## config.mk

```make
export PLATFORM = sky130hd
export DESIGN_NAME = config_frame_validator_flat
export DESIGN_NICKNAME = d
export VERILOG_FILES = /design/src/cfv_pkg.sv /design/src/cfv_if.sv /design/src/cfv_crc8.sv /design/src/config_frame_validator.sv /design/src/flat_wrapper.sv
export SDC_FILE = /design/constraint.sdc
export NUM_CORES = 1
export LEC_CHECK = 0
export BUFFER_PORTS_ARGS = -buffer_cell sky130_fd_sc_hd__buf_4
export CORE_MARGIN = 4
export CORE_UTILIZATION = 53
export DETAILED_ROUTE_END_ITERATION = 8
export PLACE_DENSITY = 0.81
export SYNTH_ARGS = -nofsm -noshare
export SYNTH_HDL_FRONTEND = slang
export SYNTH_SLANG_ARGS = --single-unit
```

## constraint.sdc

```tcl
create_clock -name i_clk -period 2.19 [get_ports i_clk]
set_input_delay 0.438 -clock i_clk [delete_from_list [all_inputs] [get_ports i_clk]]
set_output_delay 0.438 -clock i_clk [all_outputs]
set_load 0.05 [all_outputs]
```

## src/cfv_pkg.sv

```systemverilog
`default_nettype none
// ----------------------------------------------------------------------------
// cfv_pkg
// Types, codes and constants shared by the configuration frame validator.
// ----------------------------------------------------------------------------
package cfv_pkg;

    localparam int BYTE_W       = 8;
    localparam int STATUS_W     = 3;
    localparam int CFG_INDEX_W  = 2;
    localparam int BYTES_LEFT_W = 10;

    localparam int RECORD_BYTES_DEF = 3;

    localparam logic [BYTE_W-1:0] CRC_POLY  = 8'h8C;
    localparam logic [BYTE_W-1:0] CRC_INIT  = 8'h00;
    localparam logic [BYTE_W-1:0] LSB_MASK  = 8'h01;

    localparam logic [BYTE_W-1:0] START_FLAG_RST    = 8'd250;
    localparam logic [BYTE_W-1:0] END_FLAG_RST      = 8'd175;
    localparam logic [BYTE_W-1:0] BOARD_ADDRESS_RST = 8'd1;

    // configuration register indexes
    typedef enum logic [CFG_INDEX_W-1:0] {
        REG_START_FLAG    = 2'd0,
        REG_END_FLAG      = 2'd1,
        REG_BOARD_ADDRESS = 2'd2
    } t_reg_index;

    // frame status codes
    typedef enum logic [STATUS_W-1:0] {
        ST_OK        = 3'd0,
        ST_BAD_START = 3'd1,
        ST_BAD_ADDR  = 3'd2,
        ST_BAD_CRC   = 3'd3,
        ST_BAD_END   = 3'd4
    } t_status;

endpackage

`default_nettype wire

```

## src/cfv_if.sv

```systemverilog
`default_nettype none
// ----------------------------------------------------------------------------
// cfv_if
// Valid/ready channels of the frame validator: received bytes, frame results
// and configuration writes.
// ----------------------------------------------------------------------------
interface cfv_rx_if import cfv_pkg::*; ();
    logic              valid;
    logic              ready;
    logic [BYTE_W-1:0] rx_byte;

    modport source (output valid, output rx_byte, input ready);
    modport sink   (input valid, input rx_byte, output ready);
endinterface

interface cfv_res_if import cfv_pkg::*; ();
    logic                valid;
    logic                ready;
    logic [STATUS_W-1:0] status;
    logic [BYTE_W-1:0]   frame_address;
    logic [BYTE_W-1:0]   record_count;

    modport source (output valid, output status, output frame_address,
                    output record_count, input ready);
    modport sink   (input valid, input status, input frame_address,
                    input record_count, output ready);
endinterface

interface cfv_cfg_if import cfv_pkg::*; ();
    logic                   valid;
    logic                   ready;
    logic [CFG_INDEX_W-1:0] index;
    logic [BYTE_W-1:0]      data;

    modport source (output valid, output index, output data, input ready);
    modport sink   (input valid, input index, input data, output ready);
endinterface

`default_nettype wire

```

## src/cfv_crc8.sv

```systemverilog
`default_nettype none
// ----------------------------------------------------------------------------
// cfv_crc8
// One-byte update of a reflected CRC-8, LSB first, no final xor.
// ----------------------------------------------------------------------------
module cfv_crc8 import cfv_pkg::*; (
    input  wire logic [BYTE_W-1:0] i_crc,
    input  wire logic [BYTE_W-1:0] i_data,
    output logic      [BYTE_W-1:0] o_crc
);

    always_comb begin
        logic [BYTE_W-1:0] crc;
        logic [BYTE_W-1:0] data;
        crc  = i_crc;
        data = i_data;
        for (int k = 0; k < BYTE_W; k++) begin
            if (((crc ^ data) & LSB_MASK) != '0) begin
                crc = (crc >> 1) ^ CRC_POLY;
            end else begin
                crc = crc >> 1;
            end
            data = data >> 1;
        end
        o_crc = crc;
    end

endmodule

`default_nettype wire

```

## src/config_frame_validator.sv

```systemverilog
`default_nettype none
// ----------------------------------------------------------------------------
// config_frame_validator
// Byte-wise checker for configuration frames with a CRC-8 over the records.
// ----------------------------------------------------------------------------
// Usage:
//   i_rx  : one frame byte per beat, in order: start flag, board address,
//           record count, count * RECORD_BYTES record bytes, CRC, end flag.
//   o_res : one beat per frame, issued for the end byte, carrying the status
//           (bad start, bad address, bad CRC, bad end in that priority, else ok)
//           with the address and record count taken from the frame.
//   i_cfg : register writes (start flag, end flag, board address); always
//           ready, meant to be used while no frame is in flight.
// Throughput: one byte per cycle. Each byte updates the frame state in the
//   cycle it is accepted: one unrolled CRC byte step and a count step.
// Latency: the result beat is valid the cycle after the end byte is taken.
// Stall: the result register holds while o_res.ready is low; bytes other
//   than an end byte are still taken, and an end byte waits until the
//   result register is free or drains in the same cycle.
// Reset: synchronous, active low; returns to waiting for a start byte,
//   drops any pending result and restores the register defaults.
// The block never resynchronizes inside a frame: every byte is consumed by
//   its position, whatever its value.
// ----------------------------------------------------------------------------
module config_frame_validator import cfv_pkg::*; #(
    parameter int RECORD_BYTES = RECORD_BYTES_DEF
) (
    input  wire logic   i_clk,
    input  wire logic   i_rst_n,
    cfv_rx_if.sink      i_rx,
    cfv_res_if.source   o_res,
    cfv_cfg_if.sink     i_cfg
);

    typedef enum logic [2:0] {
        PH_START = 3'd0,
        PH_ADDR  = 3'd1,
        PH_COUNT = 3'd2,
        PH_REC   = 3'd3,
        PH_CRC   = 3'd4,
        PH_END   = 3'd5
    } t_phase;

    // configuration registers
    logic [BYTE_W-1:0] r_start_flag;
    logic [BYTE_W-1:0] r_end_flag;
    logic [BYTE_W-1:0] r_board_address;

    // frame state
    t_phase                  r_phase,      n_phase;
    logic [BYTES_LEFT_W-1:0] r_bytes_left, n_bytes_left;
    logic [BYTE_W-1:0]       r_crc,        n_crc;
    logic                    r_start_bad,  n_start_bad;
    logic [BYTE_W-1:0]       r_seen_addr,  n_seen_addr;
    logic [BYTE_W-1:0]       r_seen_count, n_seen_count;
    logic                    r_crc_bad,    n_crc_bad;

    // result register
    logic              r_res_valid,  n_res_valid;
    t_status           r_res_status, n_res_status;
    logic [BYTE_W-1:0] r_res_addr,   n_res_addr;
    logic [BYTE_W-1:0] r_res_count,  n_res_count;

    logic              rx_take;
    logic              res_free;
    logic [BYTE_W-1:0] crc_next;
    logic [BYTES_LEFT_W-1:0] count_bytes;

    // the result slot is free when empty or drained this cycle
    assign res_free   = !r_res_valid || o_res.ready;
    // only the end byte needs room in the result register
    assign i_rx.ready = (r_phase != PH_END) || res_free;
    assign rx_take    = i_rx.valid && i_rx.ready;
    assign i_cfg.ready = 1'b1;

    assign count_bytes = BYTES_LEFT_W'(BYTES_LEFT_W'(i_rx.rx_byte)
                                       * BYTES_LEFT_W'(RECORD_BYTES));

    cfv_crc8 u_crc (
        .i_crc  (r_crc),
        .i_data (i_rx.rx_byte),
        .o_crc  (crc_next)
    );

    always_comb begin
        n_phase      = r_phase;
        n_bytes_left = r_bytes_left;
        n_crc        = r_crc;
        n_start_bad  = r_start_bad;
        n_seen_addr  = r_seen_addr;
        n_seen_count = r_seen_count;
        n_crc_bad    = r_crc_bad;
        n_res_valid  = r_res_valid && !o_res.ready;
        n_res_status = r_res_status;
        n_res_addr   = r_res_addr;
        n_res_count  = r_res_count;

        if (rx_take) begin
            case (r_phase)
                PH_ADDR: begin
                    n_seen_addr = i_rx.rx_byte;
                    n_phase     = PH_COUNT;
                end
                PH_COUNT: begin
                    n_seen_count = i_rx.rx_byte;
                    n_bytes_left = count_bytes;
                    n_crc        = CRC_INIT;
                    n_phase      = (count_bytes == '0) ? PH_CRC : PH_REC;
                end
                PH_REC: begin
                    n_crc        = crc_next;
                    n_bytes_left = r_bytes_left - 1'b1;
                    if (n_bytes_left == '0) begin
                        n_phase = PH_CRC;
                    end
                end
                PH_CRC: begin
                    n_crc_bad = (i_rx.rx_byte != r_crc);
                    n_phase   = PH_END;
                end
                PH_END: begin
                    // pick the status in priority order
                    if (r_start_bad) begin
                        n_res_status = ST_BAD_START;
                    end else if (r_seen_addr != r_board_address) begin
                        n_res_status = ST_BAD_ADDR;
                    end else if (r_crc_bad) begin
                        n_res_status = ST_BAD_CRC;
                    end else if (i_rx.rx_byte != r_end_flag) begin
                        n_res_status = ST_BAD_END;
                    end else begin
                        n_res_status = ST_OK;
                    end
                    n_res_valid = 1'b1;
                    n_res_addr  = r_seen_addr;
                    n_res_count = r_seen_count;
                    n_phase     = PH_START;
                end
                default: begin
                    // start byte: flag a mismatch, report it with the end byte
                    n_start_bad  = (i_rx.rx_byte != r_start_flag);
                    n_crc        = CRC_INIT;
                    n_crc_bad    = 1'b0;
                    n_bytes_left = '0;
                    n_phase      = PH_ADDR;
                end
            endcase
        end
    end

    always_ff @(posedge i_clk) begin
        if (!i_rst_n) begin
            r_start_flag    <= START_FLAG_RST;
            r_end_flag      <= END_FLAG_RST;
            r_board_address <= BOARD_ADDRESS_RST;
            r_phase         <= PH_START;
            r_bytes_left    <= '0;
            r_crc           <= CRC_INIT;
            r_start_bad     <= 1'b0;
            r_seen_addr     <= '0;
            r_seen_count    <= '0;
            r_crc_bad       <= 1'b0;
            r_res_valid     <= 1'b0;
        end else begin
            if (i_cfg.valid && i_cfg.ready) begin
                case (i_cfg.index)
                    REG_START_FLAG:    r_start_flag    <= i_cfg.data;
                    REG_END_FLAG:      r_end_flag      <= i_cfg.data;
                    REG_BOARD_ADDRESS: r_board_address <= i_cfg.data;
                    default: begin
                        // drop writes outside the register list
                    end
                endcase
            end
            r_phase      <= n_phase;
            r_bytes_left <= n_bytes_left;
            r_crc        <= n_crc;
            r_start_bad  <= n_start_bad;
            r_seen_addr  <= n_seen_addr;
            r_seen_count <= n_seen_count;
            r_crc_bad    <= n_crc_bad;
            r_res_valid  <= n_res_valid;
        end
        r_res_status <= n_res_status;
        r_res_addr   <= n_res_addr;
        r_res_count  <= n_res_count;
    end

    assign o_res.valid         = r_res_valid;
    assign o_res.status        = r_res_status;
    assign o_res.frame_address = r_res_addr;
    assign o_res.record_count  = r_res_count;

    // a new result only follows an accepted end byte
    a_res_from_end: assert property (@(posedge i_clk) disable iff (!i_rst_n)
        $rose(o_res.valid) |-> $past(rx_take && r_phase == PH_END))
        else $error("result raised without an end byte");

    // an end byte never overwrites a result that is still stalled
    a_no_overwrite: assert property (@(posedge i_clk) disable iff (!i_rst_n)
        (rx_take && r_phase == PH_END) |-> (!r_res_valid || o_res.ready))
        else $error("end byte taken over a pending result");

    // record phase always has bytes left to consume
    a_rec_count: assert property (@(posedge i_clk) disable iff (!i_rst_n)
        (r_phase == PH_REC) |-> (r_bytes_left != '0))
        else $error("record phase with no bytes left");

    // after an end byte the frame machine waits for a start byte
    a_end_to_start: assert property (@(posedge i_clk) disable iff (!i_rst_n)
        (rx_take && r_phase == PH_END) |=> (r_phase == PH_START))
        else $error("frame state did not return to start");

endmodule

`default_nettype wire

```

## src/flat_wrapper.sv

```systemverilog
// flat-port wrapper written by rule: the top's interface ports become plain ports
module config_frame_validator_flat import cfv_pkg::*;
#(
    parameter int RECORD_BYTES = RECORD_BYTES_DEF
)
  (i_clk, i_rst_n, i_rx_valid, i_rx_rx_byte, i_rx_ready, o_res_valid, o_res_status, o_res_frame_address, o_res_record_count, o_res_ready, i_cfg_valid, i_cfg_index, i_cfg_data, i_cfg_ready);
  cfv_rx_if i_rx_i ();
  cfv_res_if o_res_i ();
  cfv_cfg_if i_cfg_i ();
  input  wire logic i_clk;
  input  wire logic i_rst_n;
  input wire logic [$bits(i_rx_i.valid)-1:0] i_rx_valid;
  input wire logic [$bits(i_rx_i.rx_byte)-1:0] i_rx_rx_byte;
  output wire logic [$bits(i_rx_i.ready)-1:0] i_rx_ready;
  output wire logic [$bits(o_res_i.valid)-1:0] o_res_valid;
  output wire logic [$bits(o_res_i.status)-1:0] o_res_status;
  output wire logic [$bits(o_res_i.frame_address)-1:0] o_res_frame_address;
  output wire logic [$bits(o_res_i.record_count)-1:0] o_res_record_count;
  input wire logic [$bits(o_res_i.ready)-1:0] o_res_ready;
  input wire logic [$bits(i_cfg_i.valid)-1:0] i_cfg_valid;
  input wire logic [$bits(i_cfg_i.index)-1:0] i_cfg_index;
  input wire logic [$bits(i_cfg_i.data)-1:0] i_cfg_data;
  output wire logic [$bits(i_cfg_i.ready)-1:0] i_cfg_ready;
  assign i_rx_i.valid = i_rx_valid;
  assign i_rx_i.rx_byte = i_rx_rx_byte;
  assign i_rx_ready = i_rx_i.ready;
  assign o_res_valid = o_res_i.valid;
  assign o_res_status = o_res_i.status;
  assign o_res_frame_address = o_res_i.frame_address;
  assign o_res_record_count = o_res_i.record_count;
  assign o_res_i.ready = o_res_ready;
  assign i_cfg_i.valid = i_cfg_valid;
  assign i_cfg_i.index = i_cfg_index;
  assign i_cfg_i.data = i_cfg_data;
  assign i_cfg_ready = i_cfg_i.ready;
  config_frame_validator #(.RECORD_BYTES(RECORD_BYTES)) u_core (.i_clk(i_clk), .i_rst_n(i_rst_n), .i_rx(i_rx_i), .o_res(o_res_i), .i_cfg(i_cfg_i));
endmodule
```

==> results.md <==
- **pin count of the biggest net entering global routing** 21
- **slowest stage delay, CP** 0.53 ns
- **Initial Utilization** 54.5%
- **slew at the pin closest to its max-slew limit** 0.520 ns
- **most frequent cells in the layout** buf_4 (83), nand2_1 (63), dfxtp_1 (63)
- **H-tree depth** 3
- **Hold Buf Count CTS** 0
- **die extent in x** 97.1 µm
- **cell at the slowest stage of the critical path** or4_4
- **ANT nets after route** 0
- **run status** finished with violations
- **worst min-delay path category** input port to flop
- **fmax** 441 MHz
- **Ys Warns** 0
- **fraction of the cycle the final worst path needs** 104%
- **Clock Root Buffer** clkbuf_8
- **Cells after Synth** 470
- **startpoint of the most critical setup path** u_core.r_bytes_left[0]$_SDFFE_PN0P_
- **Final Wtd Congestion** 0.932
- **Total Power Consumption** 3.53 mW
- **placed cell areas** 4860 µm²
- **number of endpoints failing setup at the final stage** 3
- **Remaining Overflow, GRT** 0
- **post-synthesis sequential area ratio** 44.0%
- **violated checks** setup timing
- **total CTS buffers** 9
- **Max IR drop VDD** 290 µV
- **clock skew after layout** 0.0150 ns
- **Post-Route Setup TNS** -0.111 ns
- **Multi-input gate area** 2290 µm²
- **pwr dens** 684 nW/µm²
- **Die Footprint** 9430 µm²
- **portion of synthesized cell area occupied by the leading cell type** 30.4%
- **ratio of routed vias to standard cells** 5.69
- **CTS Sinks** 83
- **ys async rst share** 0%
- **placement row count** 32
- **register bit total from synthesis** 83
- **data arrival time at the worst-slack endpoint** 2.52 ns
- **number of buffer and inverter stages on the critical path** 1
- **layout cell share with drive strength beyond 1** 22.7%
- **instance count on the critical path** 7
- **final net count** 572
- **cell leakage power** 2.07 nW
- **maximum fanout along the worst path** 3
- **vias after detailed routing** 3657
- **Period minus WS final** 2.27 ns
- **latest clock arrival within the worst-skew pair** 0.36 ns
- **Area growth, synth to finish** 22.6%
- **category of the worst setup path launch point** flop
- **library cells used by synthesis** 52
- **reg-to-reg endpoint** u_core.r_phase[0]$_SDFFE_PN0P_
- **pre-CTS worst setup slack** -0.448 ns
- **reg2reg setup slack** -0.08 ns
- **wire length of the first global-routing pass** 16200 µm
- **FF-to-FF path depth** 7
- **setup repair after global routing missed its margin** true
- **number of primary I/O pins** 45
- **Final Cell Area** 5160 µm²
- **startpoint of the worst-slack reg-to-reg timing path** u_core.r_bytes_left[0]$_SDFFE_PN0P_
- **primary flip-flop cell chosen by synthesis mapping** dfxtp_1
- **critical path class** flop to flop
- **total detailed-routing wirelength** 10200 µm
- **number of buffers on the longest clock path** 2
- **# fillers** 595
- **post-synthesis area per instance** 8.96 µm²
- **dominant delay contributor by cell family on the critical path** simple AND/OR/NAND/NOR gates
- **initial detailed-routing violation count** 287
- **crit path setup slack, layout** -0.0793 ns
- **clock input transition at the sequential cells of the worst setup and hold paths** 0.10 ns
- **Relative slew margins** 65.2%
- **leading cell types by total area after synthesis** dfxtp_1 (30%), edfxtp_1 (14%), nand2_1 (5.6%), xnor2_1 (5.4%), xor2_1 (5.0%)
- **number of flops mapped to enable cells by yosys** 19
- **total count of hold-check failures in the final report** 0
- **most frequent cell on the critical path** or4_4
- **footprint of the flip-flops and latches** 1850 µm²
- **TritonCTS clock tree** done
- **max-slew violations** 0
- **Non-Filler Instances** 643
- **Inst Count DP** 624
- **port buffer count** 43
- **vias in the first global route** 3435
- **average wire length per cell after detail routing** 15.9 µm
- **critical path cell sequence** or4_4, or4_4, xnor2_2, o31ai_4, buf_6, a41oi_2, o21a_1
- **Core Area** 7730 µm²
- **residual DRC count** 0
- **antenna diode count** 0
- **commonest non-fill, non-tap cell in the layout** buf_4
- **first-pass detailed-route iteration total** 5
- **capturing element of the worst setup path** u_core.r_phase[0]$_SDFFE_PN0P_
- **number of antenna violations at the first check in global routing** 0
- **syn nets** 506
- **data required time of the critical path** 2.44 ns
- **synthesized cell area** 4210 µm²
- **largest area contributor in the synthesized netlist** dfxtp_1
- **estimated wirelength of the detail-placed design** 7280 µm
- **Die Y-Extent** 97.1 µm
- **nature of the critical path endpoint** flop
- **number of maximum-capacitance violations** 0
- **Total Routing Usage GR** 21.1%
-- worst min-delay path by stage --
stage / from / endpoint / cells past startpoint
final: i_cfg_data[2] / u_core.r_end_flag[2]$_SDFFE_PN1P_ / 3
after global routing: i_cfg_data[3] / u_core.r_start_flag[3]$_SDFFE_PN1P_ / 3
after CTS: i_cfg_data[2] / u_core.r_end_flag[2]$_SDFFE_PN1P_ / 3
after detailed placement: u_core.r_seen_count[3]$_SDFFE_PN0P_ / u_core.o_res.record_count[3]$_DFFE_PP_ / 0
after global placement: u_core.r_seen_count[2]$_SDFFE_PN0P_ / u_core.o_res.record_count[2]$_DFFE_PP_ / 0
after floorplan: u_core.r_seen_count[0]$_SDFFE_PN0P_ / u_core.o_res.record_count[0]$_DFFE_PP_ / 0
-- worst min-delay path, stage by stage --
cell and delay [ns]:
buf_4 0.10, nand2_1 0.05, nand3_1 0.07
-- where the power goes --
part	internal, mW	switching [mW]	total (mW)
combinational	0.337	0.405	0.742
sequential	1.62	0.0503	1.67
clock	0.534	0.588	1.12
-- sequential cells by signal (all words and copies together) (netlist names) --
register	cells
u_core.r_bytes_left	10
u_core.o_res.frame_address	8
u_core.o_res.record_count	8
u_core.r_board_address	8
u_core.r_crc	8
u_core.r_end_flag	8
u_core.r_seen_addr	8
u_core.r_seen_count	8
u_core.r_start_flag	8
u_core.o_res.status	3
u_core.r_phase	3
u_core.o_res.valid	1
u_core.r_crc_bad	1
u_core.r_start_bad	1
-- cell type report --
class / count / share of cell area [%]
clock inverter: 7 / 1.50
clock buffer: 9 / 2.40
timing repair buffer: 85 / 12.6
inverter: 10 / 0.727
sequential: 83 / 35.9
multi-input combinational: 347 / 44.4
tap: 102 / 2.47
-- Yosys cell counts (all sizes together), types with 3 or more instances --
| library cell | number |
|---|---|
| nand3 | 18 |
| clkbuf | 27 |
| nor2b | 3 |
| buf | 3 |
| a311oi | 3 |
| mux2i | 16 |
| nand4 | 8 |
| o21ai | 11 |
| dfxtp | 64 |
| edfxtp | 19 |
| nor3 | 8 |
| nor2 | 48 |
| a21oi | 36 |
| a22oi | 8 |
| nand2b | 5 |
| xnor2 | 26 |
| nand2 | 63 |
| xor2 | 24 |
| a21o | 5 |
| a2111oi | 4 |
| nand3b | 4 |
| ha | 12 |
| nor3b | 3 |
| o21a | 3 |
| nor4 | 6 |
| inv | 10 |
| and3 | 4 |
-- stage by stage --
step                hold slack, ns  utilization (%)
floorplan                    0.408                -
global placement             0.416             62.9
detailed placement           0.420             62.9
CTS                          0.313             65.7
global route                 0.329             66.8
finish                       0.315             66.8
-- metal layers --
layer,up-vias,share of wire (%),global-route usage (%)
li1,1766,-,-
met1,1717,42,26.9
met2,149,48,34.6
met3,25,7.5,4.95
met4,0,2.2,8.32
met5,-,0,0
-- logic make-up after synthesis --
group | count (synthesis) | synth area share [%]
compound gates | 80 | 12.1
fa+ha+maj | 13 | 4.04
flops | 83 | 44.0
mux | 17 | 4.07
xor+xnor | 51 | 11.0
other cells | 1 | 0.0891
buf+inv | 40 | 3.66
simple gates | 185 | 21.1
-- repair_timing --
item	in CTS	in global routing
buffers inserted	0	3
resized for setup	3	14
pin swaps	0	9
endpoints found under the hold margin	0	0
setup endpoints to repair	4	7
(Power assumes the default switching activity.)
